--- src/rtl/stsir_pkg.sv ---
// stsir_pkg: field widths, operation and status codes of the slot table.
// No dependencies; used by the top level and its checker.
package stsir_pkg;

   localparam int KEY_W    = 16;
   localparam int STATUS_W = 3;
   localparam int SLOT_W   = 4;
   localparam int OCC_W    = 5;
   localparam int CFG_W    = 5;

   localparam logic [CFG_W-1:0] CFG_RESET = 5'd16;

   localparam logic OP_INSERT = 1'b0;
   localparam logic OP_REMOVE = 1'b1;

   localparam logic [STATUS_W-1:0] ST_OK      = 3'd0;
   localparam logic [STATUS_W-1:0] ST_NULL    = 3'd1;
   localparam logic [STATUS_W-1:0] ST_PRESENT = 3'd2;
   localparam logic [STATUS_W-1:0] ST_FULL    = 3'd3;
   localparam logic [STATUS_W-1:0] ST_ABSENT  = 3'd4;

   typedef logic [KEY_W-1:0] key_type;

endpackage

--- src/rtl/slot_table_insert_remove.sv ---
// slot_table_insert_remove: fixed-capacity key table, insert to lowest free slot, remove.
// Depends on stsir_pkg.
//
// Usage
//   Request: drive req_op and req_item_key and raise start; the beat is taken at
//   a rising edge with start high and busy low. busy stays high until the result.
//   Result: rsp_strobe is high for exactly one cycle with rsp_status, rsp_slot and
//   rsp_occupied. The receiver cannot stall; the next request may be taken in the
//   cycle the result is shown.
//   Capacity: csr_valid/csr_data write slots_in_use (csr_ready is always high).
//   Write it only while the block is idle. Values above SLOTS saturate at SLOTS.
// Timing
//   One shared key compare scans one slot per cycle behind a registered memory
//   read, over the slots below the capacity in force; a null key or a zero
//   capacity scans no slot. A new request is taken only after the previous
//   result is shown, as busy is high until then.
// Reset
//   Synchronous, active high: every slot empty, count zero, capacity 16,
//   no result pending. Slot emptiness is held in per-slot valid flops.
module slot_table_insert_remove #(
   parameter int SLOTS = 16
) (
   input  logic                               clock,
   input  logic                               reset,
   input  logic                               start,
   output logic                               busy,
   input  logic                               req_op,
   input  logic [stsir_pkg::KEY_W-1:0]        req_item_key,
   output logic                               rsp_strobe,
   output logic [stsir_pkg::STATUS_W-1:0]     rsp_status,
   output logic [stsir_pkg::SLOT_W-1:0]       rsp_slot,
   output logic [stsir_pkg::OCC_W-1:0]        rsp_occupied,
   input  logic                               csr_valid,
   output logic                               csr_ready,
   input  logic [stsir_pkg::CFG_W-1:0]        csr_data
);

   localparam int IDX_W = (SLOTS > 1) ? $clog2(SLOTS) : 1;
   localparam int CNT_W = (IDX_W >= 5) ? IDX_W + 1 : 6;
   localparam logic [CNT_W-1:0] SLOTS_C = CNT_W'(SLOTS);

   localparam logic [1:0] S_IDLE = 2'd0;
   localparam logic [1:0] S_SCAN = 2'd1;
   localparam logic [1:0] S_DONE = 2'd2;

   logic [1:0]                         state_ff, state_in;
   logic                               op_ff, op_in;
   stsir_pkg::key_type                 key_ff, key_in;
   logic [CNT_W-1:0]                   cap_ff, cap_in;
   logic [CNT_W-1:0]                   cnt_ff, cnt_in;
   logic                               pend_ff, pend_in;
   logic [IDX_W-1:0]                   pidx_ff, pidx_in;
   logic                               hit_ff, hit_in;
   logic [IDX_W-1:0]                   hit_slot_ff, hit_slot_in;
   logic                               empty_ff, empty_in;
   logic [IDX_W-1:0]                   empty_slot_ff, empty_slot_in;
   logic [stsir_pkg::OCC_W-1:0]        count_ff, count_in;
   logic [stsir_pkg::CFG_W-1:0]        sui_ff;
   logic                               rsp_strobe_ff, rsp_strobe_in;
   logic [stsir_pkg::STATUS_W-1:0]     rsp_status_ff, rsp_status_in;
   logic [stsir_pkg::SLOT_W-1:0]       rsp_slot_ff, rsp_slot_in;
   logic [stsir_pkg::OCC_W-1:0]        rsp_occ_ff, rsp_occ_in;

   stsir_pkg::key_type                 mem [SLOTS];
   logic [SLOTS-1:0]                   valid_ff;
   stsir_pkg::key_type                 rd_key_ff;
   logic                               rd_vld_ff;
   logic [IDX_W-1:0]                   rd_addr;

   logic                               wr_en;
   logic                               clr_en;
   logic [IDX_W-1:0]                   wr_addr;

   logic [CNT_W-1:0]                   sui_ext;
   logic [CNT_W-1:0]                   cap_now;
   stsir_pkg::key_type                 entry;
   logic                               is_match;
   logic                               is_empty;
   logic                               issue;
   logic [IDX_W-1:0]                   sel_slot;

   assign busy         = (state_ff != S_IDLE);
   assign csr_ready    = 1'b1;
   assign rsp_strobe   = rsp_strobe_ff;
   assign rsp_status   = rsp_status_ff;
   assign rsp_slot     = rsp_slot_ff;
   assign rsp_occupied = rsp_occ_ff;

   assign sui_ext = CNT_W'(sui_ff);
   assign cap_now = (sui_ext > SLOTS_C) ? SLOTS_C : sui_ext;
   assign rd_addr = cnt_ff[IDX_W-1:0];
   assign issue   = (cnt_ff < cap_ff);

   // shared compare unit: one slot per cycle
   assign entry    = rd_vld_ff ? rd_key_ff : '0;
   assign is_match = (entry == key_ff);
   assign is_empty = (entry == '0);

   always_comb begin
      state_in      = state_ff;
      op_in         = op_ff;
      key_in        = key_ff;
      cap_in        = cap_ff;
      cnt_in        = cnt_ff;
      pend_in       = 1'b0;
      pidx_in       = pidx_ff;
      hit_in        = hit_ff;
      hit_slot_in   = hit_slot_ff;
      empty_in      = empty_ff;
      empty_slot_in = empty_slot_ff;
      count_in      = count_ff;
      rsp_strobe_in = 1'b0;
      rsp_status_in = rsp_status_ff;
      rsp_slot_in   = rsp_slot_ff;
      rsp_occ_in    = rsp_occ_ff;
      wr_en         = 1'b0;
      clr_en        = 1'b0;
      wr_addr       = empty_slot_ff;
      sel_slot      = '0;
      case (state_ff)
         S_IDLE: begin
            if (start) begin
               op_in    = req_op;
               key_in   = req_item_key;
               cap_in   = (req_item_key == '0) ? '0 : cap_now;
               cnt_in   = '0;
               hit_in   = 1'b0;
               empty_in = 1'b0;
               state_in = S_SCAN;
            end
         end
         S_SCAN: begin
            if (issue) begin
               pend_in = 1'b1;
               pidx_in = cnt_ff[IDX_W-1:0];
               cnt_in  = cnt_ff + CNT_W'(1);
            end
            if (pend_ff) begin
               if (is_match && !hit_ff) begin
                  hit_in      = 1'b1;
                  hit_slot_in = pidx_ff;
               end
               if (is_empty && !empty_ff) begin
                  empty_in      = 1'b1;
                  empty_slot_in = pidx_ff;
               end
            end
            if (!issue && !pend_ff) begin
               state_in = S_DONE;
            end
         end
         S_DONE: begin
            rsp_status_in = stsir_pkg::ST_OK;
            if (key_ff == '0) begin
               rsp_status_in = stsir_pkg::ST_NULL;
            end else if (op_ff == stsir_pkg::OP_INSERT) begin
               if (hit_ff) begin
                  rsp_status_in = stsir_pkg::ST_PRESENT;
               end else if (CNT_W'(count_ff) >= cap_ff || !empty_ff) begin
                  rsp_status_in = stsir_pkg::ST_FULL;
               end else begin
                  wr_en    = 1'b1;
                  wr_addr  = empty_slot_ff;
                  sel_slot = empty_slot_ff;
                  count_in = count_ff + 5'd1;
               end
            end else begin
               if (!hit_ff) begin
                  rsp_status_in = stsir_pkg::ST_ABSENT;
               end else begin
                  clr_en   = 1'b1;
                  wr_addr  = hit_slot_ff;
                  sel_slot = hit_slot_ff;
                  if (count_ff != '0) begin
                     count_in = count_ff - 5'd1;
                  end
               end
            end
            rsp_slot_in   = stsir_pkg::SLOT_W'(sel_slot);
            rsp_occ_in    = count_in;
            rsp_strobe_in = 1'b1;
            state_in      = S_IDLE;
         end
         default: begin
            state_in = S_IDLE;
         end
      endcase
   end

   always_ff @(posedge clock) begin
      if (reset) begin
         state_ff      <= S_IDLE;
         pend_ff       <= 1'b0;
         count_ff      <= '0;
         sui_ff        <= stsir_pkg::CFG_RESET;
         rsp_strobe_ff <= 1'b0;
      end else begin
         state_ff      <= state_in;
         pend_ff       <= pend_in;
         count_ff      <= count_in;
         rsp_strobe_ff <= rsp_strobe_in;
         if (csr_valid && csr_ready) begin
            sui_ff <= csr_data;
         end
      end
   end

   always_ff @(posedge clock) begin
      op_ff         <= op_in;
      key_ff        <= key_in;
      cap_ff        <= cap_in;
      cnt_ff        <= cnt_in;
      pidx_ff       <= pidx_in;
      hit_ff        <= hit_in;
      hit_slot_ff   <= hit_slot_in;
      empty_ff      <= empty_in;
      empty_slot_ff <= empty_slot_in;
      rsp_status_ff <= rsp_status_in;
      rsp_slot_ff   <= rsp_slot_in;
      rsp_occ_ff    <= rsp_occ_in;
   end

   // key store, registered read
   always_ff @(posedge clock) begin
      if (wr_en) begin
         mem[wr_addr] <= key_ff;
      end
      rd_key_ff <= mem[rd_addr];
   end

   always_ff @(posedge clock) begin
      if (reset) begin
         valid_ff  <= '0;
         rd_vld_ff <= 1'b0;
      end else begin
         if (wr_en) begin
            valid_ff[wr_addr] <= 1'b1;
         end else if (clr_en) begin
            valid_ff[wr_addr] <= 1'b0;
         end
         rd_vld_ff <= valid_ff[rd_addr];
      end
   end

endmodule

--- config.mk ---
export PLATFORM = sky130hd
export DESIGN_NAME = slot_table_insert_remove
export DESIGN_NICKNAME = d
export VERILOG_FILES = /design/src/rtl/stsir_pkg.sv /design/src/rtl/slot_table_insert_remove.sv
export SDC_FILE = /design/constraint.sdc
export NUM_CORES = 1
export LEC_CHECK = 0
export BUFFER_PORTS_ARGS = -buffer_cell sky130_fd_sc_hd__buf_2
export CAP_MARGIN = 40
export CORE_MARGIN = 5
export CORE_UTILIZATION = 56
export DETAILED_ROUTE_END_ITERATION = 8
export PLACE_DENSITY = 0.73
export SKIP_LAST_GASP = 1
export SLEW_MARGIN = 10
export SYNTH_ARGS = -nofsm -noshare
export SYNTH_HDL_FRONTEND = slang
export SYNTH_SLANG_ARGS = --single-unit
export TNS_END_PERCENT = 10
--- constraint.sdc ---
create_clock -name clock -period 3.9 [get_ports clock]
set_input_delay 0.195 -clock clock [delete_from_list [all_inputs] [get_ports clock]]
set_output_delay 0.195 -clock clock [all_outputs]
set_load 0.05 [all_outputs]
==> results.ini <==
[global_routing]
antenna_found_initial = 0
grt_max_degree = 59
grt_first_pass_wirelength_um = 49700
grt-ovfl-total = 0
grt_util_all_layers_pct = 23.2
grt_pass1_vias = 8018

[clock_network]
clk_root_buffer_cell = clkbuf_16
clock_latency_ns = 0.52
postCtsResizedCells = 0
cts_tree = yes
clk_pin_slew_worst_paths_ns = 0.06
htree_levels = 2
clockBufferDepth = 3
cts.sinks = 357
cts_buffers = 37

[finish]
n_antenna_cell = 0
drive_above_1_share_pct = 25.6
fin_cells = 1259
syn2layout_area_growth_pct = 15.4
nNetsFinal = 938

[worst_setup_path]
required_ns = 4.15
cp_slowest_cell = and4_1
worstPathMaxFanout = 19
crit_chain = nor4_1, and4_1, nor2_4, a31oi_1, nand2b_1, nor2_2, buf_4
rrSetupSlack_ns = 0.59
cp_top_family = simple AND/OR/NAND/NOR gates
worst-path-buf-inv = 1
critPathMaxStageDelay_ns = 0.69
crit_path_start_kind = flop
end_kind = flop
critical_path_arrival_ns = 3.56
critPathKind = reg2reg

[yosys]
synth_edf_count = 310
synth-simple-area-share_pct = 5.95
ys_ff_latch = 357
ys_warn_count = 0
syn_avg_cell_area_um2 = 17.9
syn-num-nets = 834
synth-xor-area-share_pct = 0.738
muxShareOfSynthArea_pct = 13.9
seq_area_frac_synth_pct = 71.9
synth_compound_area_share_pct = 4.75
synth_top_family_by_area = multiplexers
synthArstFlopShare_pct = 0
netlist_top_cells_area = edfxtp_1 65%, mux4_2 13%, dfxtp_1 6.6%
netlist_area_um2 = 14200
synth_top_area_share_pct = 65.3
netlist_instances = 796
synthAdderAreaFrac_pct = 1.05
yosysTopAreaCell = edfxtp_1
synth_ff_type = edfxtp_1
synth_cell_types = 57

[power_and_ir_drop]
ir_drop_v = 0.000368
power_density_nw_per_um2 = 521
p_leak_nw = 5.41

[route]
viasPerCell = 6.25
ant_nets = 0
dr.pass1.iters = 7
post_drt_wl_per_cell_um = 25.7
routed_wl_um = 32300
drc = 0
drtIter0Drc = 971
via_count = 7865

[place]
io_buffers = 39
dp_cells = 1169
dp.final_hpwl_um = 20600
gp_routability_congestion = 0.863

[die]
dieWidth_um = 170
ios = 41
die_area_um2 = 28700
rows = 58
die_y_um = 170
core_area_um2 = 25100
initial_utilization_pct = 56.7

[timing]
tns_ns = 0
finalSetupViolCount = 0
tightest_slew_ns = 0.882
clock.fmax_ghz = 0.302
hold_viol = 0
drv_slew = 0
period_needed_ns = 3.31
clock_skew_ns = 0.0204
period_share_pct = 84.8
slew_headroom_pct = 40.6
rsz0062_at_grt = false

[flow_run]
cap_violations = 0

[run_status]
status = finished clean

[hold_path]
min_path_type = in2reg

## final timing paths
kind,cells after the start,startpoint,to
setup / recovery,7,key_ff[8]$_DFFE_PP_,mem[8][7]$_DFFE_PP_
hold / removal,2,csr_valid,sui_ff[4]$_SDFFE_PP1P_
setup reg to reg,7,key_ff[8]$_DFFE_PP_,mem[8][7]$_DFFE_PP_
hold reg to reg,2,flop,flop
## synthesized netlist by cell type, types with 2 or more instances
cell      number
a211oi_1       3
a21o_1         4
a21oi_1       18
a22o_1         2
a22oi_1        6
a31oi_1        5
a41oi_1        2
and2_1         7
buf_2         14
buf_4          4
clkbuf_1      18
dfxtp_1       47
edfxtp_1     310
ha_1          12
inv_1         14
mux2i_1        5
mux4_2        85
nand2_1       34
nand2b_1       9
nand3_1       11
nand3b_1       4
nand4_1        4
nand4b_1       2
nor2_1        60
nor2b_1        7
nor3_1         6
nor4_1        13
o211ai_1      14
o21a_1         2
o21ai_0       23
o22ai_1        4
o31a_1         3
o31ai_1        2
o32ai_1        5
o32ai_2        2
or2_2          3
or3_1          2
xnor2_1        7
xor2_1         5
## cell families after synthesis
family                   count (synthesis)
AO/OA/AOI/OAI                          100
AND/OR/NAND/NOR                        171
adder cells (fa/ha/maj)                 12
multiplexers                            91
flip-flops                             357
other                                    1
buffers and inverters                   52
XOR/XNOR                                12
## state kept, by name, summed over array words and instances (netlist names), 4 cells and up, named ones only
name           flops
cap_ff             5
rsp_slot           4
cnt_ff             6
sui_ff             5
mem              256
hit_slot_ff        4
rsp_occupied       5
count_ff           5
pidx_ff            4
rd_key_ff         16
empty_slot_ff      4
key_ff            16
## power by group
part           switching (mW)  internal (mW)
Combinational           0.461          0.373
Sequential              0.114           4.28
Clock                    1.39           1.94
## stage by stage
stage               power (mW)  area, um2  hold WS, ns  worst slack (ns)  utilization (%)
floorplan                 4.99      14200        0.294             0.978                -
global placement          5.24      15000        0.376             0.721             59.8
detailed placement        5.28      15000        0.376             0.621             59.9
CTS                       8.61      16400      0.00200             0.614             65.5
global route              8.87      16400       0.0287             0.420             65.5
finish                    8.56      16400       0.0251             0.593             65.5
## routing by layer
metal,GRT usage (%),up-vias,wire [um]
met1,35.0,4030,13300
met5,0,-,0
met2,35.3,389,15300
li1,-,3407,-
met4,5.53,0,491
met3,5.24,39,3200
## worst reg2reg max path, cell delays in order (launching register included)
cell      delay, ns
edfxtp_1       0.64
nor4_1         0.46
and4_1         0.69
nor2_4         0.14
a31oi_1        0.53
nand2b_1       0.28
nor2_2         0.06
buf_4          0.22
## cells in the final DEF, fill, tap and decap left out, types with 9 or more instances in the layout
master         count
a21oi_1           17
buf_2             39
buf_4             38
clkbuf_1          11
clkbuf_16         38
dfxtp_1           47
dlygate4sd3_1     22
edfxtp_1         310
ha_1              12
inv_1             14
mux4_2            85
nand2_1           34
nand2b_1           9
nand3_1           11
nor2_1            53
nor4_1            13
o211ai_1          14
o21ai_0           23
## final cells by class
type	count	area (um2)
Inverter	15	56.3
Multi-Input combinational cell	387	3790
Tap cell	330	413
Clock inverter	16	138
Clock buffer	52	1030
Sequential cell	357	10200
Fill cell	1688	8670
Timing Repair Buffer	102	759
## what timing repair did
| item | in CTS | in global routing |
|---|---|---|
| hold buffers | 22 | 0 |
| setup buffers | 0 | 0 |
| hold endpoints to repair | 22 | 0 |
(Power assumes the default switching activity.)
